--- config.mk ---
export PLATFORM = sky130hd
export DESIGN_NAME = quoted_command_splitter
export DESIGN_NICKNAME = d
export VERILOG_FILES = /design/src/rtl/core/qcs_pkg.sv /design/src/rtl/core/qcs_front.sv /design/src/rtl/core/qcs_queue.sv /design/src/rtl/core/qcs_back.sv /design/src/rtl/core/quoted_command_splitter.sv
export SDC_FILE = /design/constraint.sdc
export NUM_CORES = 1
export LEC_CHECK = 0
export CAP_MARGIN = 0
export CORE_ASPECT_RATIO = 2
export CORE_UTILIZATION = 45
export CTS_BUF_LIST = sky130_fd_sc_hd__clkbuf_4
export CTS_CLUSTER_DIAMETER = 100
export DETAILED_ROUTE_END_ITERATION = 8
export DONT_BUFFER_PORTS = 1
export SETUP_SLACK_MARGIN = 0.4
export SLEW_MARGIN = 20
export SYNTH_ARGS = -nofsm -noshare
export SYNTH_HDL_FRONTEND = slang
export SYNTH_SLANG_ARGS = --single-unit
--- constraint.sdc ---
create_clock -name clk -period 3.85 [get_ports clk]
set_input_delay 0 -clock clk [delete_from_list [all_inputs] [get_ports clk]]
set_output_delay 0 -clock clk [all_outputs]
set_load 0.03 [all_outputs]
--- src/rtl/core/qcs_pkg.sv ---
// Shared constants and types for the quoted command splitter.
// No dependencies.
package qcs_pkg;

  localparam int CODE_UNIT_BITS_DEF = 16;

  localparam logic [7:0] CH_SPACE  = 8'h20;
  localparam logic [7:0] CH_QUOTE  = 8'h22;
  localparam logic [7:0] CH_BSLASH = 8'h5C;

  localparam int QUEUE_DEPTH    = 4;
  localparam int QUEUE_PTR_BITS = $clog2(QUEUE_DEPTH);
  localparam int QUEUE_CNT_BITS = $clog2(QUEUE_DEPTH + 1);

  // Command for the back end: up to two characters, then an optional token end.
  typedef struct packed {
    logic [1:0] n_chars;
    logic       done;
  } cmd_t;

endpackage

--- src/rtl/core/qcs_front.sv ---
// Front end: accepts input words, tracks quote/backslash/token state and
// classifies each word into a command for the queue. Uses qcs_pkg.
module qcs_front import qcs_pkg::*; #(
  parameter int CODE_UNIT_BITS = CODE_UNIT_BITS_DEF
) (
  input  logic                      clk,
  input  logic                      rst,
  input  logic                      in_valid,
  output logic                      in_stall,
  input  logic [CODE_UNIT_BITS-1:0] code_unit,
  input  logic                      unit_present,
  input  logic                      string_end,
  input  logic                      q_full,
  output logic                      push,
  output cmd_t                      push_cmd,
  output logic [CODE_UNIT_BITS-1:0] push_c0,
  output logic [CODE_UNIT_BITS-1:0] push_c1
);

  localparam logic [CODE_UNIT_BITS-1:0] SP = CODE_UNIT_BITS'(CH_SPACE);
  localparam logic [CODE_UNIT_BITS-1:0] QU = CODE_UNIT_BITS'(CH_QUOTE);
  localparam logic [CODE_UNIT_BITS-1:0] BS = CODE_UNIT_BITS'(CH_BSLASH);

  logic in_quotes, held_backslash, token_open;
  logic in_quotes_next, held_backslash_next, token_open_next;
  logic is_sp, is_qu, is_bs, accept;

  assign in_stall = q_full;
  assign accept   = in_valid && !q_full;
  assign is_sp    = (code_unit == SP);
  assign is_qu    = (code_unit == QU);
  assign is_bs    = (code_unit == BS);

  always_comb begin
    in_quotes_next      = in_quotes;
    held_backslash_next = held_backslash;
    token_open_next     = token_open;
    push_cmd            = '0;
    push_c0             = '0;
    push_c1             = '0;
    if (unit_present) begin
      if (held_backslash) begin
        held_backslash_next = 1'b0;
        if (is_qu || is_bs) begin
          push_cmd.n_chars = 2'd1;
          push_c0          = code_unit;
        end else begin
          push_cmd.n_chars = 2'd2;
          push_c0          = BS;
          push_c1          = code_unit;
        end
        token_open_next = 1'b1;
      end else if (!in_quotes) begin
        if (is_sp || is_qu) begin
          if (token_open) begin
            push_cmd.done   = 1'b1;
            token_open_next = 1'b0;
          end
          if (is_qu) in_quotes_next = 1'b1;
        end else begin
          push_cmd.n_chars = 2'd1;
          push_c0          = code_unit;
          token_open_next  = 1'b1;
        end
      end else begin
        if (is_bs) begin
          held_backslash_next = 1'b1;
        end else if (is_qu) begin
          in_quotes_next  = 1'b0;
          push_cmd.done   = 1'b1;
          token_open_next = 1'b0;
        end else begin
          push_cmd.n_chars = 2'd1;
          push_c0          = code_unit;
          token_open_next  = 1'b1;
        end
      end
    end
    if (string_end) begin
      // A held backslash can only coexist with no characters so far.
      if (held_backslash_next) begin
        push_cmd.n_chars = 2'd1;
        push_c0          = BS;
        token_open_next  = 1'b1;
      end
      if (token_open_next) push_cmd.done = 1'b1;
      in_quotes_next      = 1'b0;
      held_backslash_next = 1'b0;
      token_open_next     = 1'b0;
    end
  end

  assign push = accept && ((push_cmd.n_chars != 2'd0) || push_cmd.done);

  always_ff @(posedge clk) begin
    if (rst) begin
      in_quotes      <= 1'b0;
      held_backslash <= 1'b0;
      token_open     <= 1'b0;
    end else if (accept) begin
      in_quotes      <= in_quotes_next;
      held_backslash <= held_backslash_next;
      token_open     <= token_open_next;
    end
  end

endmodule

--- src/rtl/core/qcs_queue.sv ---
// Short command queue between the front and back ends.
// Uses qcs_pkg for depth and the command type.
module qcs_queue import qcs_pkg::*; #(
  parameter int CODE_UNIT_BITS = CODE_UNIT_BITS_DEF
) (
  input  logic                      clk,
  input  logic                      rst,
  input  logic                      push,
  input  cmd_t                      push_cmd,
  input  logic [CODE_UNIT_BITS-1:0] push_c0,
  input  logic [CODE_UNIT_BITS-1:0] push_c1,
  output logic                      full,
  output logic                      head_valid,
  output cmd_t                      head_cmd,
  output logic [CODE_UNIT_BITS-1:0] head_c0,
  output logic [CODE_UNIT_BITS-1:0] head_c1,
  input  logic                      pop
);

  cmd_t                      cmds [QUEUE_DEPTH];
  logic [CODE_UNIT_BITS-1:0] c0s  [QUEUE_DEPTH];
  logic [CODE_UNIT_BITS-1:0] c1s  [QUEUE_DEPTH];
  logic [QUEUE_PTR_BITS-1:0] wr_ptr, rd_ptr;
  logic [QUEUE_CNT_BITS-1:0] count;

  assign full       = (count == QUEUE_CNT_BITS'(QUEUE_DEPTH));
  assign head_valid = (count != '0);
  assign head_cmd   = cmds[rd_ptr];
  assign head_c0    = c0s[rd_ptr];
  assign head_c1    = c1s[rd_ptr];

  always_ff @(posedge clk) begin
    if (push) begin
      cmds[wr_ptr] <= push_cmd;
      c0s[wr_ptr]  <= push_c0;
      c1s[wr_ptr]  <= push_c1;
    end
  end

  always_ff @(posedge clk) begin
    if (rst) begin
      wr_ptr <= '0;
      rd_ptr <= '0;
      count  <= '0;
    end else begin
      if (push) wr_ptr <= wr_ptr + 1'b1;
      if (pop)  rd_ptr <= rd_ptr + 1'b1;
      unique case ({push, pop})
        2'b10:   count <= count + 1'b1;
        2'b01:   count <= count - 1'b1;
        default: count <= count;
      endcase
    end
  end

endmodule

--- src/rtl/core/qcs_back.sv ---
// Back end: unrolls each queued command into result words, one a cycle while
// out_stall is low, through a registered output stage. Uses qcs_pkg.
module qcs_back import qcs_pkg::*; #(
  parameter int CODE_UNIT_BITS = CODE_UNIT_BITS_DEF
) (
  input  logic                      clk,
  input  logic                      rst,
  input  logic                      head_valid,
  input  cmd_t                      head_cmd,
  input  logic [CODE_UNIT_BITS-1:0] head_c0,
  input  logic [CODE_UNIT_BITS-1:0] head_c1,
  output logic                      pop,
  output logic                      out_valid,
  input  logic                      out_stall,
  output logic [CODE_UNIT_BITS-1:0] token_char,
  output logic                      char_valid,
  output logic                      token_done,
  output logic                      run_last
);

  logic [1:0] step;
  logic [1:0] total;
  logic       load, is_char, last;

  assign total   = head_cmd.n_chars + {1'b0, head_cmd.done};
  assign is_char = (step < head_cmd.n_chars);
  assign last    = (step == total - 2'd1);
  assign load    = head_valid && (!out_valid || !out_stall);
  assign pop     = load && last;

  always_ff @(posedge clk) begin
    if (rst) begin
      out_valid <= 1'b0;
      step      <= '0;
    end else begin
      if (load) begin
        out_valid <= 1'b1;
        step      <= last ? 2'd0 : step + 2'd1;
      end else if (!out_stall) begin
        out_valid <= 1'b0;
      end
    end
  end

  always_ff @(posedge clk) begin
    if (load) begin
      token_char <= is_char ? ((step == 2'd0) ? head_c0 : head_c1) : '0;
      char_valid <= is_char;
      token_done <= !is_char;
      run_last   <= last;
    end
  end

endmodule

--- src/rtl/core/quoted_command_splitter.sv ---
// Top level of the quoted command splitter: front end, command queue, back end.
// Uses qcs_pkg, qcs_front, qcs_queue and qcs_back.
//
// Channel  Direction  Handshake             Payload
// in       input      in_valid / in_stall   code_unit, unit_present, string_end
// out      output     out_valid / out_stall token_char, char_valid, token_done, run_last
//
// The front end takes one input word per cycle unless in_stall; the back end gives one
// result word per cycle unless out_stall, so an input word causing n results occupies
// the back end until all n are given. A four-entry queue separates the two; in_stall
// rises only when it is full. Each command passes the queue, then the output register.
// rst is synchronous and clears all control state; the first word may follow at once.
module quoted_command_splitter import qcs_pkg::*; #(
  parameter int CODE_UNIT_BITS = CODE_UNIT_BITS_DEF
) (
  input  logic                      clk,
  input  logic                      rst,
  input  logic                      in_valid,
  output logic                      in_stall,
  input  logic [CODE_UNIT_BITS-1:0] code_unit,
  input  logic                      unit_present,
  input  logic                      string_end,
  output logic                      out_valid,
  input  logic                      out_stall,
  output logic [CODE_UNIT_BITS-1:0] token_char,
  output logic                      char_valid,
  output logic                      token_done,
  output logic                      run_last
);

  logic                      q_full, push, pop, head_valid;
  cmd_t                      push_cmd, head_cmd;
  logic [CODE_UNIT_BITS-1:0] push_c0, push_c1, head_c0, head_c1;

  qcs_front #(.CODE_UNIT_BITS(CODE_UNIT_BITS)) u_front (
    .clk          (clk),
    .rst          (rst),
    .in_valid     (in_valid),
    .in_stall     (in_stall),
    .code_unit    (code_unit),
    .unit_present (unit_present),
    .string_end   (string_end),
    .q_full       (q_full),
    .push         (push),
    .push_cmd     (push_cmd),
    .push_c0      (push_c0),
    .push_c1      (push_c1)
  );

  qcs_queue #(.CODE_UNIT_BITS(CODE_UNIT_BITS)) u_queue (
    .clk        (clk),
    .rst        (rst),
    .push       (push),
    .push_cmd   (push_cmd),
    .push_c0    (push_c0),
    .push_c1    (push_c1),
    .full       (q_full),
    .head_valid (head_valid),
    .head_cmd   (head_cmd),
    .head_c0    (head_c0),
    .head_c1    (head_c1),
    .pop        (pop)
  );

  qcs_back #(.CODE_UNIT_BITS(CODE_UNIT_BITS)) u_back (
    .clk        (clk),
    .rst        (rst),
    .head_valid (head_valid),
    .head_cmd   (head_cmd),
    .head_c0    (head_c0),
    .head_c1    (head_c1),
    .pop        (pop),
    .out_valid  (out_valid),
    .out_stall  (out_stall),
    .token_char (token_char),
    .char_valid (char_valid),
    .token_done (token_done),
    .run_last   (run_last)
  );

endmodule

==> impl_metrics.env <==
export IMPL_drtAntennaViolNets=0
export IMPL_ioPinCount=43
export IMPL_clk_latency_ns=0.54
export IMPL_path_delay_family="buffers and inverters"
export IMPL_ff_latch_area_um2=5080
export IMPL_hpwl_um=8180
export IMPL_cts_sinks=174
export IMPL_power_share_clock=0.215
export IMPL_nFillCells=1297
export IMPL_grt_setup_unrepaired="no"
export IMPL_grt_overflow_total=0
export IMPL_p_sw_uw=1540
export IMPL_cts_root_buffer="clkbuf_4"
export IMPL_synth_enable_flop_cells=159
export IMPL_path_cells="inv_1 > and3_1 > nand2b_1 > nor3b_1 > dlygate4sd3_1 > nand2_1 > dlygate4sd3_1 > a21oi_1 > dlygate4sd3_1"
export IMPL_skew_ns=0.0238
export IMPL_antenna_found_initial=1
export IMPL_core_area_um2=15400
export IMPL_grt_max_degree=36
export IMPL_clkTransAtPathRegs_ns=0.15
export IMPL_wl_per_cell_um=20.6
export IMPL_yosysUniqueCellTypes=40
export IMPL_tightest_slew_ns=1.04
export IMPL_crit_slowest_cell="dlygate4sd3_1"
export IMPL_routed_wl_um=13700
export IMPL_utilization=0.519
export IMPL_crit_top_cell="dlygate4sd3_1"
export IMPL_place_ws_ns=0.553
export IMPL_area_growth_pct=12.2
export IMPL_hp_class="input pin to flip-flop"
export IMPL_h_tree_depth=4
export IMPL_yosysWarnings=0
export IMPL_share_comb_of_total_power=0.225
export IMPL_synth_ff_type="edfxtp_1"
export IMPL_fin_ws_ns=0.562
export IMPL_cts_buffer_depth=2
export IMPL_place_gp_congestion=0.780
export IMPL_synth_nets=443
export IMPL_intPower_uw=3230
export IMPL_num_vias=3660
export IMPL_start_util=0.462
export IMPL_finalSetupTns_ns=0
export IMPL_hold_violations=0
export IMPL_syn_inst=412
export IMPL_critical_path_depth=9
export IMPL_synthesis_area_per_instance_um2=17.3
export IMPL_fin_crit_sh=0.854
export IMPL_die_area_um2=16300
export IMPL_max_slew_margin_rel=0.306
export IMPL_rrSetupSlack_ns=0.56
export IMPL_max_stage_delay_ns=0.60
export IMPL_swShare=0.323
export IMPL_critPathMaxFanout=4
export IMPL_drc=0
export IMPL_finalMaxSlewViolations=0
export IMPL_yosysSeqAreaShare=0.714
export IMPL_final_common_cell="edfxtp_1"
export IMPL_hold_path_cell_count=3
export IMPL_critPathLaunchType="flip-flop"
export IMPL_p_seq_frac=0.561
export IMPL_dr_pass1_iters=5
export IMPL_die_h_um=180
export IMPL_cts_tree="built"
export IMPL_worstPathRequired_ns=4.34
export IMPL_cts_buffers=17
export IMPL_period_needed_ns=3.29
export IMPL_ir_worst_vdd_mv=0.407
export IMPL_grt_usage=0.179
export IMPL_rr_worst_depth=9
export IMPL_fmax_ghz=0.304
export IMPL_path_buf_inv=4
export IMPL_cp_end_kind="flip-flop"
export IMPL_maxCapViolations=0
export IMPL_multi_input_comb_area_um2=1930
export IMPL_nets=482
export IMPL_die_x_um=90.9
export IMPL_portBuffers=0
export IMPL_most_common_layout_cells="159 x edfxtp_1, 35 x mux4_2, 34 x nor2_1"
export IMPL_drtIter0Drc=239
export IMPL_post_drt_via_cell_ratio=5.52
export IMPL_outcome="finished, final reports clean"
export IMPL_grt_pass1_vias=4075
export IMPL_ys_seq_elements=174
export IMPL_drive_gt1_frac=0.194
export IMPL_whs_ns=0.0872
export IMPL_grt_pass1_wl_um=21600
export IMPL_p_per_area_nw_per_um2=598
export IMPL_row_count=64
export IMPL_cp_arrival_ns=3.77
export IMPL_p_leak_uw=0.00274
export IMPL_async_flop_share=0
export IMPL_worstSetupPathType="flip-flop to flip-flop"
export IMPL_synthesis_area_um2=7110
export IMPL_finalSetupViolCount=0
[flip-flops by register name (all words and copies together) (netlist names), named ones only]
signal                  cells
u_front.held_backslash      1
u_queue.wr_ptr              2
u_back.out_valid            1
u_queue.cmds               12
u_back.token_done           1
u_front.in_quotes           1
u_back.step                 2
u_back.char_valid           1
u_queue.c1s                64
u_front.token_open          1
u_back.run_last             1
u_queue.count               3
u_queue.rd_ptr              2
u_queue.c0s                64
u_back.token_char          16
[metal layers]
layer | routed length [um] | vias to the layer above | global-route usage | part of all wire
li1 | - | 1677 | - | -
met4 | 317 | 0 | 0.0781 | 0.023
met5 | 0 | - | 0 | 0
met2 | 7750 | 108 | 0.330 | 0.57
met1 | 5050 | 1854 | 0.197 | 0.37
met3 | 566 | 21 | 0.0343 | 0.041
[cells in the mapped netlist, types with 4 or more instances]
cell type  number  area [um2]
mux2i_1        18         180
a21oi_1        10        50.1
ha_1            8         100
nor3_1          6        30.0
edfxtp_1      159        4770
and2_1         13        81.3
and3_1         16         100
o21ai_0         9        45.0
clkbuf_1       13        48.8
nor2_1         38         143
buf_2           6        30.0
nand2_1        11        41.3
mux4_2         35         788
xnor2_1         4        35.0
inv_1          16        60.1
dfxtp_1        15         300
[cell families after synthesis]
group,count (synthesis),share of synthesized area
buffers and inverters,35,0.0195
adder cells (fa/ha/maj),9,0.0169
AO/OA/AOI/OAI,30,0.0271
XOR/XNOR,7,0.00862
flip-flops,174,0.714
AND/OR/NAND/NOR,103,0.0757
multiplexers,54,0.138
[worst min-delay path, cell delays in order]
cell and delay, ns:
nor3_1 0.04, a32oi_1 0.19, o211ai_2 0.20
[what timing repair did]
item / in CTS / in global routing
hold buffers: 28 / 0
endpoints found under the hold margin: 155 / 0
setup endpoints to repair: 0 / 1
buffers inserted: 0 / 0
resized for setup: 0 / 1
[final cells by class]
cell class | count | area share
clock inverters | 15 | 0.0210
flip-flops and latches | 174 | 0.636
clock buffers | 17 | 0.0160
repair buffers | 39 | 0.0455
inverters | 16 | 0.00753
well taps | 198 | 0.0311
multi-input cells | 203 | 0.242
diodes | 1 | 0.000314
[through the flow]
stage / cells / area (um2) / total power [uW]
floorplan: 412 / 7110 / 3510
global placement: 602 / 7390 / 3760
detailed placement: 602 / 7390 / 3790
CTS: 662 / 7970 / 4850
global route: 663 / 7980 / 5010
finish: 663 / 7980 / 4770
[worst paths after layout]
path / from / endpoint
hold / removal: code_unit[2] / u_queue.cmds[0][0]$_DFFE_PP_
hold reg to reg: u_queue.rd_ptr[1]$_SDFFE_PP0P_ / flip-flop
setup / recovery: u_queue.count[0]$_SDFFE_PP0P_ / u_front.held_backslash$_SDFFE_PP0P_
setup reg to reg: u_queue.count[0]$_SDFFE_PP0P_ / u_front.held_backslash$_SDFFE_PP0P_
[power by group through the flow]
stage          combinational (uW)  clock (uW)  sequential (uW)
2_1_floorplan                 819           0             2690
5_1_grt                      1180        1130             2700
6_report                     1070        1020             2680
4_1_cts                      1110        1060             2680
3_3_place_gp                 1040           0             2720
3_5_place_dp                 1060           0             2730
(Power assumes the default switching activity.)
